[config.mk]
export PLATFORM = sky130hd
export DESIGN_NAME = tsp_ratio_div
export DESIGN_NICKNAME = d
export VERILOG_FILES = /design/src/design/tsp_pkg.sv /design/src/design/tsp_ratio_div.sv
export SDC_FILE = /design/constraint.sdc
export NUM_CORES = 2
export LEC_CHECK = 0
export ABC_AREA = 0
export BUFFER_PORTS_ARGS = -buffer_cell sky130_fd_sc_hd__buf_2
export CAP_MARGIN = 30
export CORE_AREA = 2 2 502 504
export CTS_CLUSTER_SIZE = 10
export DETAILED_ROUTE_END_ITERATION = 7
export DIE_AREA = 0 0 504 506
export HOLD_SLACK_MARGIN = 0.08
export SYNTH_ARGS = -nofsm -noshare
export SYNTH_HDL_FRONTEND = slang
export SYNTH_SLANG_ARGS = --single-unit
[constraint.sdc]
create_clock -name clk -period 7.45 [get_ports clk]
set_clock_uncertainty 0.1 [all_clocks]
set_input_delay 0.3725 -clock clk [delete_from_list [all_inputs] [get_ports clk]]
set_output_delay 0.3725 -clock clk [all_outputs]
set_load 0.01 [all_outputs]
[src/design/tsp_pkg.sv]
package tsp_pkg;

    localparam int COUNT_BITS     = 24;
    localparam int FRAC_BITS      = 16;
    localparam int RATIO_BITS     = FRAC_BITS + 1;
    localparam int DEN_BITS       = FRAC_BITS + 2;
    localparam int MIN_OCC_BITS   = 8;
    localparam int CFG_INDEX_BITS = 2;
    localparam int CFG_DATA_BITS  = (COUNT_BITS > MIN_OCC_BITS) ? COUNT_BITS : MIN_OCC_BITS;

    localparam logic [CFG_INDEX_BITS-1:0] CFG_TOTAL_HAM  = CFG_INDEX_BITS'(0);
    localparam logic [CFG_INDEX_BITS-1:0] CFG_TOTAL_SPAM = CFG_INDEX_BITS'(1);
    localparam logic [CFG_INDEX_BITS-1:0] CFG_MIN_OCC    = CFG_INDEX_BITS'(2);

    localparam logic [COUNT_BITS-1:0]   TOTAL_RESET   = COUNT_BITS'(1);
    localparam logic [MIN_OCC_BITS-1:0] MIN_OCC_RESET = MIN_OCC_BITS'(5);

    localparam logic [RATIO_BITS-1:0] ONE_FX  = RATIO_BITS'(1) << FRAC_BITS;
    localparam logic [FRAC_BITS-1:0]  HALF_FX = FRAC_BITS'(1) << (FRAC_BITS - 1);
    localparam logic [FRAC_BITS-1:0]  PROB_LO = FRAC_BITS'((2 ** FRAC_BITS) / 100);
    localparam logic [FRAC_BITS-1:0]  PROB_HI = FRAC_BITS'(((2 ** FRAC_BITS) * 99) / 100);

    // item in flight through the two count/total dividers
    typedef struct packed {
        logic                  insuf;
        logic                  b_zero;
        logic                  b_one;
        logic                  g_zero;
        logic                  g_one;
        logic [COUNT_BITS-1:0] rem_b;
        logic [COUNT_BITS-1:0] rem_g;
        logic [FRAC_BITS-1:0]  q_b;
        logic [FRAC_BITS-1:0]  q_g;
    } ratio_item_t;

    // item in flight through the probability divider
    typedef struct packed {
        logic                 insuf;
        logic                 half;
        logic                 hi;
        logic [DEN_BITS-1:0]  rem;
        logic [DEN_BITS-1:0]  den;
        logic [FRAC_BITS-1:0] q;
    } prob_item_t;

    // one restoring step on each ratio
    function automatic ratio_item_t ratio_step(input ratio_item_t it,
                                               input logic [COUNT_BITS-1:0] ts,
                                               input logic [COUNT_BITS-1:0] th);
        ratio_item_t         nx;
        logic [COUNT_BITS:0] rb2;
        logic [COUNT_BITS:0] rg2;
        nx  = it;
        rb2 = {it.rem_b, 1'b0};
        rg2 = {it.rem_g, 1'b0};
        if (rb2 >= {1'b0, ts})
        begin
            nx.rem_b = COUNT_BITS'(rb2 - {1'b0, ts});
            nx.q_b   = {it.q_b[FRAC_BITS-2:0], 1'b1};
        end
        else
        begin
            nx.rem_b = rb2[COUNT_BITS-1:0];
            nx.q_b   = {it.q_b[FRAC_BITS-2:0], 1'b0};
        end
        if (rg2 >= {1'b0, th})
        begin
            nx.rem_g = COUNT_BITS'(rg2 - {1'b0, th});
            nx.q_g   = {it.q_g[FRAC_BITS-2:0], 1'b1};
        end
        else
        begin
            nx.rem_g = rg2[COUNT_BITS-1:0];
            nx.q_g   = {it.q_g[FRAC_BITS-2:0], 1'b0};
        end
        return nx;
    endfunction

    // one restoring step of minb / (minb + ming)
    function automatic prob_item_t prob_step(input prob_item_t it);
        prob_item_t        nx;
        logic [DEN_BITS:0] r2;
        nx = it;
        r2 = {it.rem, 1'b0};
        if (r2 >= {1'b0, it.den})
        begin
            nx.rem = DEN_BITS'(r2 - {1'b0, it.den});
            nx.q   = {it.q[FRAC_BITS-2:0], 1'b1};
        end
        else
        begin
            nx.rem = r2[DEN_BITS-1:0];
            nx.q   = {it.q[FRAC_BITS-2:0], 1'b0};
        end
        return nx;
    endfunction

endpackage

[src/design/tsp_ratio_div.sv]
module tsp_ratio_div (
    input  logic                           clk,
    input  logic                           rst_n,
    input  logic                           adv,
    input  logic                           in_valid,
    input  tsp_pkg::ratio_item_t           in_item,
    input  logic [tsp_pkg::COUNT_BITS-1:0] total_ham,
    input  logic [tsp_pkg::COUNT_BITS-1:0] total_spam,
    output logic                           out_valid,
    output tsp_pkg::ratio_item_t           out_item
);

    localparam int N = tsp_pkg::FRAC_BITS;

    logic [N-1:0]         valid_reg;
    tsp_pkg::ratio_item_t item_reg  [N];
    tsp_pkg::ratio_item_t item_next [N];

    // one quotient bit of each ratio per stage
    always_comb
    begin
        item_next[0] = tsp_pkg::ratio_step(in_item, total_spam, total_ham);
        for (int i = 1; i < N; i++)
        begin
            item_next[i] = tsp_pkg::ratio_step(item_reg[i-1], total_spam, total_ham);
        end
    end

    always_ff @(posedge clk or negedge rst_n)
    begin
        if (!rst_n)
        begin
            valid_reg <= '0;
        end
        else if (adv)
        begin
            valid_reg <= {valid_reg[N-2:0], in_valid};
        end
    end

    always_ff @(posedge clk)
    begin
        if (adv)
        begin
            for (int i = 0; i < N; i++)
            begin
                item_reg[i] <= item_next[i];
            end
        end
    end

    assign out_valid = valid_reg[N-1];
    assign out_item  = item_reg[N-1];

endmodule

==> impl_metrics.env <==
export IMPL_yosys_warnings=0
export IMPL_grt_pass1_vias=58200
export IMPL_largest_reg_flops=1120
export IMPL_grt_pass1_wl_mm=307
export IMPL_grt_ovfl_total=0
export IMPL_synth_edf_count=1120
export IMPL_synth_seq_area_share_pct=42.7
export IMPL_cpPeakStageDelay_ns=0.78
export IMPL_yosysTopAreaCellShare_pct=42.2
export IMPL_drt_iter0_drc=3277
export IMPL_cts_buffers=147
export IMPL_finalCritPeriodShare_pct=61.5
export IMPL_p_per_area_nw_per_um2=446
export IMPL_io_pins=223
export IMPL_drc=0
export IMPL_cp_data_required_time_ns=7.85
export IMPL_critPathCaptureType="flip-flop"
export IMPL_dp_final_hpwl_mm=148
export IMPL_holdWs_ns=0.196
export IMPL_internal_power_mw=24.5
export IMPL_fp_dieW_um=504
export IMPL_cts_tree="built"
export IMPL_critPathMaxFanout=48
export IMPL_htree_levels=4
export IMPL_routabilityCongestion=0.876
export IMPL_reg2reg_from="item_reg[0][651]"
export IMPL_swShare_pct=38.8
export IMPL_design_area_sq_um=89700
export IMPL_synthTopCellsByArea="edfxtp_1 (42%), ha_1 (12%), mux2_2 (5.3%)"
export IMPL_ys_ff_latch=1136
export IMPL_crit_chain="buf_2 -> inv_1 -> buf_4 -> ha_1 -> nor2b_1 -> o21ai_0 -> a21boi_0 -> o31ai_1 -> a2111oi_0 -> o31ai_1 -> nor2_1 -> a21oi_4 -> o21ai_0"
export IMPL_power_mw=40.0
export IMPL_rsz0062_at_grt="no"
export IMPL_cp_slowest_cell="a21oi_4"
export IMPL_synthCells=7648
export IMPL_post_place_cells=11000
export IMPL_syn_nets=8585
export IMPL_routed_wl_mm=194
export IMPL_vias=58400
export IMPL_finalSetupViolCount=0
export IMPL_die_area_sq_um=255000
export IMPL_synth_avg_cell_area_sq_um=10.4
export IMPL_syn_cell_area_sq_um=79600
export IMPL_grtUsageTotal_pct=14.8
export IMPL_synth_ff_type="edfxtp_1"
export IMPL_die_y_um=506
export IMPL_synth_top_area_cell="edfxtp_1"
export IMPL_grt_max_degree=168
export IMPL_cts_buffer_depth=3
export IMPL_initial_core_util_pct=31.9
export IMPL_cts_root_buf="clkbuf_16"
export IMPL_final_hold_violation_count=0
export IMPL_post_route_util_pct=35.9
export IMPL_antenna_found_initial=5
export IMPL_leakage_nw=35.3
export IMPL_final_cells=11300
export IMPL_worst_pin_slew_ns=1.05
export IMPL_portBuffers=190
export IMPL_drive_gt1_share_pct=11.9
export IMPL_vias_per_cell=5.15
export IMPL_antenna_left=0
export IMPL_async_flop_share_pct=1.41
export IMPL_max_freq_mhz=218
export IMPL_worstHoldStart="in_item[82]"
export IMPL_status="completed"
export IMPL_preCtsSetupSlack_ns=1.95
export IMPL_num_rows=184
export IMPL_hp_class="input port to flip-flop"
export IMPL_first_pass_iters=8
export IMPL_wire_per_inst_um=17.1
export IMPL_worstSetupPathType="input port to flip-flop"
export IMPL_clk_pin_slew_ns=0.06
export IMPL_slew_headroom_pct=28.9
export IMPL_core_sq_um=250000
export IMPL_slew_violations=0
export IMPL_synthDistinctLibCells=97
export IMPL_startpoint="total_spam[1]"
export IMPL_fillCellCount=24500
export IMPL_clock_sinks=1136
export IMPL_cts_resized=0
export IMPL_ir_drop_uv=227
export IMPL_maxCapViolCount=0
export IMPL_setup_tns_final_ns=0
export IMPL_worstPathArrival_ns=4.98
export IMPL_rrSetupSlack_ns=3.27
export IMPL_area_delta_synth_final_pct=12.6
export IMPL_seqPwrFrac_pct=30.2
export IMPL_placed_area_sq_um=84500
export IMPL_clockPowerShare_pct=16.7
export IMPL_p_switching_mw=15.5
export IMPL_min_period_ns=4.58
export IMPL_clock_latency_ns=0.80
export IMPL_combPwrFrac_pct=53.0
export IMPL_layout_setup_ws_ns=2.87
export IMPL_final_nets=8840
export IMPL_startpoint_type="input port"
==> worst paths after layout <==
path	end	depth (start not counted)
worst max register to register	item_reg[1][69]	10
max in group asynchronous	valid_reg[6]	3
worst max-delay path	item_reg[1][69]	13
min in group asynchronous	valid_reg[11]	3
worst min register to register	item_reg[1][518]	0
worst min-delay path	item_reg[0][82]	2
==> final cells by class <==
| cell class | instances | area (sq um) | area share, % |
|---|---|---|---|
| multi-input cells | 5987 | 43400 | 48.4 |
| inverters | 273 | 1020 | 1.14 |
| diodes | 2 | 5.00 | 0.00558 |
| clock inverters | 61 | 633 | 0.706 |
| flip-flops and latches | 1136 | 34000 | 38.0 |
| well taps | 3348 | 4190 | 4.67 |
| clock buffers | 178 | 3840 | 4.28 |
| repair buffers | 358 | 2580 | 2.88 |
==> logic make-up (layout without fill, tap and decap cells) <==
kind of cell / count (synthesis) / in the layout / share of synthesized area, %
muxes: 413 / 413 / 5.80
DFF: 1136 / 1136 / 42.7
buffers and inverters: 525 / 870 / 2.98
xor gates and xnor gates: 594 / 594 / 6.53
adders and majority gates: 800 / 800 / 12.9
other: 0 / 2 / 0
and+or+nand+nor: 1973 / 1973 / 11.7
AOI/OAI and AO/OA: 2207 / 2207 / 17.4
==> power groups by stage <==
stage               clock (mW)  combinational, mW  sequential (mW)
floorplan                    0               17.0             11.6
global placement             0               20.4             12.2
detailed placement           0               21.0             12.2
CTS                       6.97               21.2             12.1
global route              7.19               23.8             12.4
finish                    6.70               21.2             12.1
==> worst max-delay path, delay by kind of cell <==
family,cells,cell delay [ns]
AOI/OAI and AO/OA,7,2.71
buffers and inverters,3,1.20
adders and majority gates,1,0.34
and+or+nand+nor,2,0.31
==> cells in the final DEF, fill, tap and decap left out, types with 21 or more instances in the layout <==
cell type,n
dlygate4sd3_1,64
o31a_1,21
nor2b_1,129
buf_4,89
a211oi_1,58
clkinv_1,25
and2_1,43
or3_1,26
o21a_1,128
and3_1,51
nand4_1,84
buf_2,189
fa_1,32
mux2i_1,26
a21boi_0,43
o21bai_1,82
o31ai_1,55
nor4_1,32
inv_1,272
o21ai_0,574
a31oi_1,70
ha_1,768
clkbuf_16,149
a21o_1,286
or2_2,29
nand2b_1,95
xor2_1,215
o211ai_1,31
nand3_1,156
clkbuf_1,28
a21oi_1,626
edfxtp_1,1120
nor3_1,119
a211o_1,21
nand2_1,641
xnor2_1,379
nor2_1,498
mux2_2,377
==> synth_stat cells (all sizes together), types with 45 or more instances <==
library cell,count
clkbuf,115
edfxtp,1120
mux2,387
nor2b,129
nand2b,95
buf,137
a21o,286
a211oi,59
inv,273
nand4,84
a21oi,629
o31ai,58
xor2,215
a21boi,45
nor3,121
o21ai,590
nand3,156
a31oi,77
o21bai,83
nand2,641
nor2,499
ha,768
and3,51
o21a,128
xnor2,379
==> per-layer routing <==
layer / vias to the layer above / track usage (%) / routed length (um)
li1: 29100 / - / -
met1: 27700 / 18.2 / 85600
met2: 1228 / 25.6 / 93100
met3: 371 / 2.18 / 7350
met4: 0 / 6.29 / 7740
met5: - / 0 / 0
==> timing repair <==
action,CTS,global route
setup buffers,0,0
endpoints found under the hold margin,184,0
hold buffers,64,0
Note: power is estimated with default switching activity, not from simulation.
