**src/design/tsp_pkg.sv**
```systemverilog
package tsp_pkg;

    localparam int COUNT_BITS     = 24;
    localparam int FRAC_BITS      = 16;
    localparam int RATIO_BITS     = FRAC_BITS + 1;
    localparam int DEN_BITS       = FRAC_BITS + 2;
    localparam int MIN_OCC_BITS   = 8;
    localparam int CFG_INDEX_BITS = 2;
    localparam int CFG_DATA_BITS  = (COUNT_BITS > MIN_OCC_BITS) ? COUNT_BITS : MIN_OCC_BITS;

    localparam logic [CFG_INDEX_BITS-1:0] CFG_TOTAL_HAM  = CFG_INDEX_BITS'(0);
    localparam logic [CFG_INDEX_BITS-1:0] CFG_TOTAL_SPAM = CFG_INDEX_BITS'(1);
    localparam logic [CFG_INDEX_BITS-1:0] CFG_MIN_OCC    = CFG_INDEX_BITS'(2);

    localparam logic [COUNT_BITS-1:0]   TOTAL_RESET   = COUNT_BITS'(1);
    localparam logic [MIN_OCC_BITS-1:0] MIN_OCC_RESET = MIN_OCC_BITS'(5);

    localparam logic [RATIO_BITS-1:0] ONE_FX  = RATIO_BITS'(1) << FRAC_BITS;
    localparam logic [FRAC_BITS-1:0]  HALF_FX = FRAC_BITS'(1) << (FRAC_BITS - 1);
    localparam logic [FRAC_BITS-1:0]  PROB_LO = FRAC_BITS'((2 ** FRAC_BITS) / 100);
    localparam logic [FRAC_BITS-1:0]  PROB_HI = FRAC_BITS'(((2 ** FRAC_BITS) * 99) / 100);

    // item in flight through the two count/total dividers
    typedef struct packed {
        logic                  insuf;
        logic                  b_zero;
        logic                  b_one;
        logic                  g_zero;
        logic                  g_one;
        logic [COUNT_BITS-1:0] rem_b;
        logic [COUNT_BITS-1:0] rem_g;
        logic [FRAC_BITS-1:0]  q_b;
        logic [FRAC_BITS-1:0]  q_g;
    } ratio_item_t;

    // item in flight through the probability divider
    typedef struct packed {
        logic                 insuf;
        logic                 half;
        logic                 hi;
        logic [DEN_BITS-1:0]  rem;
        logic [DEN_BITS-1:0]  den;
        logic [FRAC_BITS-1:0] q;
    } prob_item_t;

    // one restoring step on each ratio
    function automatic ratio_item_t ratio_step(input ratio_item_t it,
                                               input logic [COUNT_BITS-1:0] ts,
                                               input logic [COUNT_BITS-1:0] th);
        ratio_item_t         nx;
        logic [COUNT_BITS:0] rb2;
        logic [COUNT_BITS:0] rg2;
        nx  = it;
        rb2 = {it.rem_b, 1'b0};
        rg2 = {it.rem_g, 1'b0};
        if (rb2 >= {1'b0, ts})
        begin
            nx.rem_b = COUNT_BITS'(rb2 - {1'b0, ts});
            nx.q_b   = {it.q_b[FRAC_BITS-2:0], 1'b1};
        end
        else
        begin
            nx.rem_b = rb2[COUNT_BITS-1:0];
            nx.q_b   = {it.q_b[FRAC_BITS-2:0], 1'b0};
        end
        if (rg2 >= {1'b0, th})
        begin
            nx.rem_g = COUNT_BITS'(rg2 - {1'b0, th});
            nx.q_g   = {it.q_g[FRAC_BITS-2:0], 1'b1};
        end
        else
        begin
            nx.rem_g = rg2[COUNT_BITS-1:0];
            nx.q_g   = {it.q_g[FRAC_BITS-2:0], 1'b0};
        end
        return nx;
    endfunction

    // one restoring step of minb / (minb + ming)
    function automatic prob_item_t prob_step(input prob_item_t it);
        prob_item_t        nx;
        logic [DEN_BITS:0] r2;
        nx = it;
        r2 = {it.rem, 1'b0};
        if (r2 >= {1'b0, it.den})
        begin
            nx.rem = DEN_BITS'(r2 - {1'b0, it.den});
            nx.q   = {it.q[FRAC_BITS-2:0], 1'b1};
        end
        else
        begin
            nx.rem = r2[DEN_BITS-1:0];
            nx.q   = {it.q[FRAC_BITS-2:0], 1'b0};
        end
        return nx;
    endfunction

endpackage

```
**src/design/tsp_prob_div.sv**
```systemverilog
module tsp_prob_div (
    input  logic                 clk,
    input  logic                 rst_n,
    input  logic                 adv,
    input  logic                 in_valid,
    input  tsp_pkg::ratio_item_t in_item,
    output logic                 out_valid,
    output tsp_pkg::prob_item_t  out_item
);

    localparam int N = tsp_pkg::FRAC_BITS;

    logic [tsp_pkg::RATIO_BITS-1:0] minb;
    logic [tsp_pkg::RATIO_BITS-1:0] ming;
    logic [tsp_pkg::DEN_BITS-1:0]   den;
    tsp_pkg::prob_item_t            setup_next;
    tsp_pkg::prob_item_t            setup_reg;
    logic                           setup_valid_reg;
    logic [N-1:0]                   valid_reg;
    tsp_pkg::prob_item_t            item_reg  [N];
    tsp_pkg::prob_item_t            item_next [N];

    always_comb
    begin
        if (in_item.b_zero)
        begin
            minb = '0;
        end
        else if (in_item.b_one)
        begin
            minb = tsp_pkg::ONE_FX;
        end
        else
        begin
            minb = {1'b0, in_item.q_b};
        end
        if (in_item.g_zero)
        begin
            ming = '0;
        end
        else if (in_item.g_one)
        begin
            ming = tsp_pkg::ONE_FX;
        end
        else
        begin
            ming = {1'b0, in_item.q_g};
        end
        den              = {1'b0, minb} + {1'b0, ming};
        setup_next.insuf = in_item.insuf;
        setup_next.half  = den == '0;
        // no ham weight: quotient is exactly one, clamped later
        setup_next.hi    = ming == '0;
        setup_next.rem   = {1'b0, minb};
        setup_next.den   = den;
        setup_next.q     = '0;
    end

    always_comb
    begin
        item_next[0] = tsp_pkg::prob_step(setup_reg);
        for (int i = 1; i < N; i++)
        begin
            item_next[i] = tsp_pkg::prob_step(item_reg[i-1]);
        end
    end

    always_ff @(posedge clk or negedge rst_n)
    begin
        if (!rst_n)
        begin
            setup_valid_reg <= 1'b0;
            valid_reg       <= '0;
        end
        else if (adv)
        begin
            setup_valid_reg <= in_valid;
            valid_reg       <= {valid_reg[N-2:0], setup_valid_reg};
        end
    end

    always_ff @(posedge clk)
    begin
        if (adv)
        begin
            setup_reg <= setup_next;
            for (int i = 0; i < N; i++)
            begin
                item_reg[i] <= item_next[i];
            end
        end
    end

    assign out_valid = valid_reg[N-1];
    assign out_item  = item_reg[N-1];

endmodule

```
**config.mk**
```make
export PLATFORM = sky130hd
export DESIGN_NAME = tsp_prob_div
export DESIGN_NICKNAME = d
export VERILOG_FILES = /design/src/design/tsp_pkg.sv /design/src/design/tsp_prob_div.sv
export SDC_FILE = /design/constraint.sdc
export NUM_CORES = 1
export LEC_CHECK = 0
export ABC_AREA = 0
export BUFFER_PORTS_ARGS = -buffer_cell sky130_fd_sc_hd__buf_2
export CORE_UTILIZATION = 45
export DETAILED_ROUTE_END_ITERATION = 7
export GPL_TIMING_DRIVEN = 0
export SYNTH_ARGS = -nofsm -noshare
export SYNTH_HDL_FRONTEND = slang
export SYNTH_SLANG_ARGS = --single-unit
```
**constraint.sdc**
```tcl
create_clock -name clk -period 4 [get_ports clk]
set_input_delay 0.6 -clock clk [delete_from_list [all_inputs] [get_ports clk]]
set_output_delay 0.6 -clock clk [all_outputs]
set_load 0.1 [all_outputs]
```
==> summary.txt, run 1 <==
Global routing
  – Grt ovf: 0
  – Vias in the first global route: between 20000 and 30000
  – Initial antenna violation count: 0
  – First-pass GRT wire length: 139.5 mm
  – Largest net degree at the start of global routing: around 130
  – Total global-route track usage: 0.1804

Placement
  – IO buf count: between 90 and 100
  – DPL Wire Length: 64.85 mm
  – Placed Area: approximately 45000 um^2
  – Placer congestion estimate: approximately 0.9

Floorplanning
  – Area of the core: 93890 um^2
  – Die area: between 90000 and 100000 um^2
  – Rows: 112
  – I/O pins: between 100 and 150
  – Die Ht: approximately 310 um
  – Initial Util: 0.4570
  – Die width: 310.8 um

Layout
  – Commonest non-fill, non-tap cell in the layout: edfxtp_1
  – Net count, final: roughly 4200
  – Area growth from synthesis to final layout: 12.47%
  – ANT cells: 0
  – Max reg flops: 760
  – Fin area: about 48000 um^2
  – Commonest non-fill, non-tap cells in the layout: edfxtp_1, inv_1, ha_1, a21oi_1, nor2_1
  – Share of cells above drive strength 1: 0.1178

Detailed routing
  – Vias per cell: between 5 and 6
  – DRT met1 WL: 35.86 mm
  – DR WL/cell: around 17 um
  – Drt drc: 0
  – Highest Signal Layer: met4
  – Routed met2 length: between 40 and 50 mm
  – Routed vias: between 20000 and 30000
  – Iter 0 DRT Violations: 1570
  – WL final: about 87 mm
  – Routed length on met3: roughly 2.6 mm
  – Antenna-violating nets left: 0
  – First-pass DRT Iterations: 5

Critical path
  – Slowest Stage Delay on Critical Path: between 500 and 600 ps
  – Cell repeated most along the worst path: a21oi_1
  – Crit path DAT: between 4000 and 5000 ps
  – CP max stage cell: or4_1
  – Crit. End Element: flip-flop
  – Critical path required time: between 4000 and 5000 ps
  – Worst R2R Path Depth: 11
  – Crit-path cells: buf_2 > nor2_2 > and2_1 > ha_1 > inv_1 > fa_1 > nor2b_1 > o21ai_0 > a21oi_1 > o31a_1 > a21oi_1 > or4_1 > nor4_1 > nor4b_1 > and4b_1
  – Crit start category: input port
  – Critical path fanouts, max: 7
  – Crit Path Category: input port to flip-flop

Synth
  – Avg Cell Area, Syn: between 10 and 15 um^2
  – Post-synth EDFFs: approximately 800
  – Top_reg_cell synth: edfxtp_1
  – Yosys top cell by area: edfxtp_1
  – Top cells by area, synth: edfxtp_1, ha_1, a21oi_1
  – Seq/Total Area, Yosys: 0.5684
  – Asr flop ratio synth: 0.02086
  – Synthesized instance count: 3590
  – Warnings from Yosys: 0
  – Synthesized net count: 4001
  – Synthesis-stage register bit count: slightly above 800
  – Share of the synthesized area in the top cell type: 0.5584
  – Mapped cell area: ~43000 um^2
  – Distinct cells, synth: 77

Clock network
  – Max clock buf depth: 3
  – Worst-path clk slew: approximately 60 ps
  – H-tree lvl count: 3
  – Post-CTS setup buffers: 0
  – Latest clock arrival within the worst-skew pair: roughly 650 ps
  – Num CTS Buffers: 91
  – Root buffer cell: clkbuf_16
  – Clock tree sinks: roughly 820
  – CTS tree: done

Power
  – Sequential power share: 0.360
  – Max VDD drop: about 350 uV
  – Power density over the cells: around 770 nW/um^2
  – Sw power: 0.01332 W
  – Clock network power share: 0.228
  – Comb pwr share: 0.412
  – Switching part of the total: 0.3572
  – Leakage: approximately 20 nW
  – Int Pwr: about 0.024 W

STA
  – Relative slew slack: 0.4046
  – RSZ-0062 raised after global routing: no
  – Final critical-path share of the clock period: 0.9557
  – Final-report max-slew violation count: 0
  – Worst-Margin Slew: a little under 900 ps
  – Final Hold Violating Endpoints: 0
  – Period minus WS final: 3823 ps
  – Fmax: 261.6 MHz
  – Count of final setup violators: 0
  – Post-Route Setup TNS: 0 ps
  – Clock Skew: around 20 ps

Min path
  – Worst hold path type: input port to flip-flop
  – Worst Hold Depth: 1

Outcome
  – Status: finished clean

Run
  – Max Cap Viol: 0
## final timing paths
| path | slack (ps) | start | end |
|---|---|---|---|
| worst max-delay path | 180 | in_item[81] | item_next[878] |
| worst min-delay path | 140 | in_item[84] | item_next[879] |
| worst max register to register | 220 | item_reg[1][238] | item_reg[1][320] |
| worst min register to register | 410 | item_reg[1][174] | item_reg[1][230] |
| max in group asynchronous | 3330 | rst_n | valid_reg[7] |
| min in group asynchronous | 400 | rst_n | valid_reg[9] |
## synthesized netlist by cell type (32+ instances only)
library cell,n
a21o_1,88
a21oi_1,297
and2_1,45
buf_4,55
clkbuf_1,32
edfxtp_1,798
ha_1,305
inv_1,395
mux2_2,93
nand2_1,170
nand2b_1,37
nand3_1,34
nor2_1,241
nor2b_1,41
nor3_1,57
o21a_1,56
o21ai_0,182
or3_1,33
xnor2_1,128
xor2_1,102
## layout make-up
cell class                 count  area (um^2)
clock buffer                 113         2465
fill                        8264        45630
multi-input combinational   2273        16420
clock inverter                53        581.8
inverter                     395         1483
timing repair buffer         105        698.2
tap                         1254         1569
sequential                   815        24390
buffer                       107        650.6
## layer usage
layer | track usage | up-vias
met3 | 0.02713 | 177
met1 | 0.2071 | 12840
met4 | 0.06986 | 0
met5 | 0 | -
li1 | - | 13450
met2 | 0.3349 | 379
## timing repair
action / CTS / global route
gates resized for setup: 0 / 20
setup endpoints to repair: 0 / 57
hold endpoints to repair: 17 / 0
hold buffers: 1 / 0
## critical path: cells and delay by family
family | cells | cell delay [ps]
fa+ha+maj | 2 | 610
compound gates | 4 | 730
buf+inv | 2 | 160
simple gates | 7 | 2190
## logic make-up (layout without fill, tap and decap cells)
logic type / after synthesis / after routing / share of synthesized area
AOI/OAI and AO/OA: 838 / 838 / 0.1219
DFF: 815 / 815 / 0.5684
and+or+nand+nor: 780 / 780 / 0.08882
buffers and inverters: 502 / 773 / 0.04954
adders and majority gates: 322 / 322 / 0.09687
xor gates and xnor gates: 230 / 230 / 0.04695
muxes: 103 / 103 / 0.02755
## power groups by stage
stage               combinational [W]  sequential [W]  clock [W]
finish                         0.0154          0.0134    0.00850
global route                   0.0171          0.0136    0.00906
floorplan                      0.0120          0.0131          0
global placement               0.0151          0.0138          0
detailed placement             0.0153          0.0136          0
CTS                            0.0154          0.0134    0.00876
## through the flow
| stage | power (W) | instances | hold slack [ps] | setup WS [ps] | util |
|---|---|---|---|---|---|
| floorplan | 0.02512 | 3590 | 304.4 | 490.9 | - |
| global placement | 0.02893 | 4940 | 401.2 | -10390 | 0.4789 |
| detailed placement | 0.02889 | 4948 | 404.5 | -621.8 | 0.4811 |
| CTS | 0.03761 | 5115 | 82.83 | 44.08 | 0.5136 |
| global route | 0.03977 | 5115 | 88.87 | 9.897 | 0.5140 |
| finish | 0.03730 | 5115 | 138.2 | 177.3 | 0.5140 |
No activity file was read; power rests on OpenSTA's default activity.
==> run 2, diff against run 1 <==
CTS_CLUSTER_DIAMETER = 80   (was default)
PLACE_DENSITY_LB_ADDON = 0.25   (was default)
==> run 2 against run 1 <==
Against the previous run:
- critical path depth decreased by 3
- non-clock buffer count decreased by 2
- flip-flop and latch count unchanged
- register-to-register slack got worse by 30 ps
- utilization decreased by 0.11 points
- clock power decreased by 1%
==> summary.txt, run 2 (synthesis results as in run 1) <==
Outcome
  – Status: finished clean

Critical path
  – Crit start category: flip-flop
  – Crit path DAT: 4160 ps
  – RR Endpoint: item_reg[1][268]
  – Worst R2R Path Depth: 12
  – Critical path required time: approximately 4400 ps
  – Worst reg2reg setup slack: between 150 and 200 ps
  – Critical path fanouts, max: 10
  – Crit Path Category: flip-flop to flip-flop
  – Crit. End Element: flip-flop
  – R2R Path Start: item_reg[1][182]

Clock network
  – Post-CTS setup buffers: 0
  – Clock tree sinks: 815
  – H-tree lvl count: 3
  – Root buffer cell: clkbuf_16
  – Max clock buf depth: 3
  – CTS tree: done
  – Num CTS Buffers: 90
  – Latest clock arrival within the worst-skew pair: between 600 and 700 ps
  – Worst-path clk slew: 60 ps

Layout
  – # fillers: between 8000 and 9000
  – Share of cells above drive strength 1: 0.1147
  – Commonest non-fill, non-tap cell in the layout: edfxtp_1
  – ANT cells: 0
  – Register area: 24390 um^2
  – Fin area: between 40000 and 50000 um^2
  – Net count, final: about 4200
  – Area growth from synthesis to final layout: 12.23%
  – Max reg flops: 760
  – Multi-input logic area: about 16000 um^2
  – Commonest non-fill, non-tap cells in the layout: edfxtp_1, inv_1, ha_1, a21oi_1, nor2_1

STA
  – Relative slew slack: 0.08558
  – Final critical-path share of the clock period: 0.9532
  – Fmax: between 200 and 300 MHz
  – Worst hold slack: roughly 140 ps
  – Final WS setup: 187.3 ps
  – Final Hold Violating Endpoints: 0
  – Post-Route Setup TNS: 0 ps
  – RSZ-0062 raised after global routing: no
  – Clock Skew: approximately 32 ps
  – Count of final setup violators: 0
  – Final-report max-slew violation count: 0
  – Worst-Margin Slew: around 1400 ps
  – Period minus WS final: between 3000 and 4000 ps

Power
  – Power density over the cells: approximately 770 nW/um^2
  – Leakage: ~20 nW
  – Max VDD drop: 407.9 uV

Floorplanning
  – Area of the core: between 90000 and 100000 um^2
  – Rows: approximately 110
  – Initial Util: 0.4570
  – Die width: slightly above 300 um
  – I/O pins: ~150
  – Die Ht: just over 300 um
  – Die area: 96590 um^2

Placement
  – IO buf count: 96
  – Placed Area: between 40000 and 50000 um^2
  – Setup slack at placement: -511.1 ps
  – DPL Wire Length: roughly 64 mm
  – Placer congestion estimate: just under 0.9

Global routing
  – Initial antenna violation count: 0
  – Total global-route track usage: 0.1780
  – Largest net degree at the start of global routing: 133
  – Vias in the first global route: around 27000
  – First-pass GRT wire length: around 140 mm
  – Grt ovf: 0

Min path
  – Worst hold path type: input port to flip-flop
  – Worst Min Path Start: in_item[84]
  – Worst Hold Depth: 1
  – Hold EP: item_next[879]

Detailed routing
  – Drt drc: 0
  – WL final: 86.10 mm
  – Vias per cell: around 5.3
  – Routed vias: about 27000
  – First-pass DRT Iterations: 5
  – Iter 0 DRT Violations: 1715
  – Antenna-violating nets left: 0
  – DR WL/cell: ~17 um

Run
  – Max Cap Viol: 0
run 2: worst max-delay path, cell delays in order (launching register included):
cell	delay [ps]
edfxtp_1	470
inv_1	80
ha_1	290
nor2b_1	120
o21ai_0	100
a21boi_0	440
o211ai_1	200
a21oi_1	210
o21ai_0	150
o21ai_0	220
clkbuf_1	500
clkbuf_1	490
a21oi_1	250
run 2: what timing repair did:
| item | CTS | global route |
|---|---|---|
| endpoints found under the hold margin | 17 | 0 |
| hold buffers | 1 | 0 |
| setup endpoints to repair | 0 | 50 |
| resized for setup | 0 | 16 |
run 2: power breakdown:
group	switching (W)	internal, W
Sequential	0.00105	0.0123
Combinational	0.00890	0.00650
Clock	0.00336	0.00503
Total	0.0133	0.0239
run 2: per-layer routing:
metal / GRT usage / wire length [um] / vias up
li1: - / - / 13430
met5: 0 / 0 / -
met4: 0.08106 / 3661 / 0
met3: 0.02559 / 2557 / 196
met2: 0.3387 / 45850 / 431
met1: 0.1931 / 34030 / 12770
run 2: how the worst max path moves through the flow:
stage	from	slack (ps)	to
final	item_reg[1][182]	190	item_reg[1][268]
after global routing	item_reg[0][356]	0.8	item_reg[0][420]
after CTS	item_next[841]	6	item_reg[0][48]
after detailed placement	in_item[82]	-510	item_next[878]
after global placement	adv	-10440	valid_reg[0]
after floorplan	in_item[82]	490	item_next[878]
run 2: stage by stage:
step	utilization	power [W]	cells
6_report	0.5129	0.03717	5109
5_1_grt	0.5129	0.03959	5109
4_1_cts	0.5127	0.03746	5109
3_5_place_dp	0.4807	0.02883	4946
3_3_place_gp	0.4789	0.02882	4940
2_1_floorplan	-	0.02512	3590
run 2: final cells by class:
cell class,count,share of cell area
sequential,815,0.5064
tap,1254,0.03258
clock inverter,44,0.01203
clock buffer,118,0.05004
buffer,107,0.01351
timing repair buffer,103,0.01382
inverter,395,0.03079
multi-input combinational,2273,0.3408
==> run 3, diff against run 2 <==
clock period = 4.9 ns   (was 4 ns; I/O delays follow)
==> run 3 against run 2 <==
Against the previous run:
- combinational power decreased by 18%
- routed wire length about the same
- die area unchanged
- clock skew about the same
- clock-buffer cell count unchanged
- highest routed layer unchanged
- flip-flop and latch count unchanged
- first-iteration DRC count increased by 2.0%
- total power decreased by 18%
- critical path depth increased by 2
- hold slack improved by 130 ps
- register-to-register slack improved by 690 ps
==> summary.txt, run 3 (synthesis results as in run 1) <==
Layout
  – ANT cells: 0
  – Share of cells above drive strength 1: 0.1121
  – Net count, final: ~4200
  – Max reg flops: 760
  – # fillers: 8201
  – Commonest non-fill, non-tap cell in the layout: edfxtp_1
  – Area growth from synthesis to final layout: 12.17%
  – Layout Utilization: 0.5127
  – Commonest non-fill, non-tap cells in the layout: edfxtp_1, inv_1, ha_1, a21oi_1, nor2_1
  – Multi-input logic area: 16400 um^2
  – Fin area: around 48000 um^2
  – Fin cells: about 5100
  – Register area: 24390 um^2

Power
  – Leakage: ~20 nW
  – Switching part of the total: 0.3580
  – Sequential power share: 0.360
  – Power density over the cells: approximately 630 nW/um^2
  – Int Pwr: ~0.019 W
  – Max VDD drop: approximately 330 uV
  – Clock network power share: 0.226
  – Comb pwr share: 0.414
  – Sw power: roughly 0.011 W

Floorplanning
  – Die width: 310.8 um
  – Area of the core: approximately 94000 um^2
  – Initial Util: 0.4570
  – Rows: roughly 110
  – Die Ht: slightly above 300 um
  – Die area: a little under 100000 um^2
  – I/O pins: between 100 and 150

STA
  – Final-report max-slew violation count: 0
  – Worst hold slack: between 200 and 300 ps
  – Count of final setup violators: 0
  – Post-Route Setup TNS: 0 ps
  – Fmax: around 250 MHz
  – Final Hold Violating Endpoints: 0
  – Relative slew slack: 0.07679
  – RSZ-0062 raised after global routing: no
  – Clock Skew: between 30 and 40 ps
  – Period minus WS final: 4062 ps
  – Final critical-path share of the clock period: 0.8291
  – Worst-Margin Slew: 1381 ps

Clock network
  – Worst-path clk slew: approximately 60 ps
  – Root buffer cell: clkbuf_16
  – Max clock buf depth: 3
  – Latest clock arrival within the worst-skew pair: 670 ps
  – Post-cts repair resize count: 0
  – Num CTS Buffers: 90
  – H-tree lvl count: 3
  – Clock tree sinks: 815
  – CTS tree: done

Critical path
  – R2R Path Start: item_next[841]
  – Worst reg2reg setup slack: between 800 and 900 ps
  – CP Launch Point: in_item[82]
  – Crit path DAT: 4540 ps
  – Crit Path Category: input port to flip-flop
  – Crit start category: input port
  – Critical path required time: 5370 ps
  – Worst setup endpoint: item_next[878]
  – Worst R2R Path Depth: 11
  – Critical path fanouts, max: 10
  – RR Endpoint: item_reg[0][48]
  – Crit. End Element: flip-flop

Placement
  – Placed Area: 45130 um^2
  – IO buf count: 96
  – DPL Wire Length: approximately 64 mm
  – Placer congestion estimate: a little under 0.9
  – Placed cells: ~5000

Min path
  – Worst hold path type: input port to flip-flop

Detailed routing
  – DR WL/cell: 16.85 um
  – First-pass DRT Iterations: 5
  – WL final: 86.09 mm
  – Antenna-violating nets left: 0
  – Vias per cell: about 5.3
  – Routed vias: approximately 27000
  – Iter 0 DRT Violations: roughly 1800
  – Drt drc: 0

Global routing
  – Total global-route track usage: 0.1780
  – Vias in the first global route: between 20000 and 30000
  – Grt ovf: 0
  – Initial antenna violation count: 0
  – Largest net degree at the start of global routing: roughly 130
  – First-pass GRT wire length: roughly 140 mm

Run
  – Max Cap Viol: 0

Outcome
  – Status: finished clean
==> run 3: cell counts in the layout (fill, tap and decap cells not counted) <==
No cell type changed its count.
==> run 3: repair_timing <==
item	CTS	global route
buffers inserted	0	0
endpoints found under the hold margin	17	0
hold buffers	1	0
==> run 3: layout make-up <==
| type | instances | share of cell area |
|---|---|---|
| repair buffers | 103 | 0.01383 |
| clock buffers | 118 | 0.05006 |
| plain buffers | 107 | 0.01336 |
| inverters | 395 | 0.03080 |
| multi-input cells | 2273 | 0.3406 |
| flip-flops and latches | 815 | 0.5067 |
| clock inverters | 44 | 0.01204 |
| well taps | 1254 | 0.03260 |
==> run 3: metal layers <==
metal / GRT usage / wire, um / share of wire / vias up
li1: - / - / - / 13440
met1: 0.1931 / 34060 / 0.40 / 12820
met2: 0.3387 / 45720 / 0.53 / 428
met3: 0.02559 / 2511 / 0.029 / 207
met4: 0.08106 / 3801 / 0.044 / 0
met5: 0 / 0 / 0 / -
==> run 3: power by group through the flow <==
| stage | Clock [W] | Sequential (W) | Combinational, W |
|---|---|---|---|
| final | 0.00685 | 0.0109 | 0.0126 |
| after global routing | 0.00733 | 0.0111 | 0.0139 |
| after global placement | 0 | 0.0112 | 0.0123 |
| after detailed placement | 0 | 0.0111 | 0.0125 |
| after CTS | 0.00708 | 0.0109 | 0.0126 |
| after floorplan | 0 | 0.0107 | 0.00980 |
==> run 3: worst max-delay path: stages <==
cell      delay (ps)
buf_2            100
nor2_1           300
clkbuf_1         430
nand2_1          190
fa_1             480
nor2b_1          120
o21ai_0          110
a21oi_1          320
o31a_1           230
a21oi_1           80
or4_1            550
nor4_1           290
nor4b_1          250
and4b_1          340
==> run 3: worst min path at each step <==
stage	slack (ps)	cells after the start	startpoint	endpoint
finish	270	1	in_item[84]	item_next[879]
global route	230	1	in_item[84]	item_next[879]
floorplan	400	0	item_reg[0][52]	item_reg[0][107]
global placement	400	0	item_reg[1][277]	item_reg[1][333]
detailed placement	400	0	item_reg[0][55]	item_reg[0][111]
CTS	210	1	in_item[84]	item_next[879]
==> run 3: stage by stage <==
stage | total power (W) | setup slack (ps)
6_report | 0.03032 | 837.6
3_3_place_gp | 0.02353 | -9678
2_1_floorplan | 0.02050 | 1256
5_1_grt | 0.03230 | 530.5
4_1_cts | 0.03058 | 906.3
3_5_place_dp | 0.02354 | 253.9
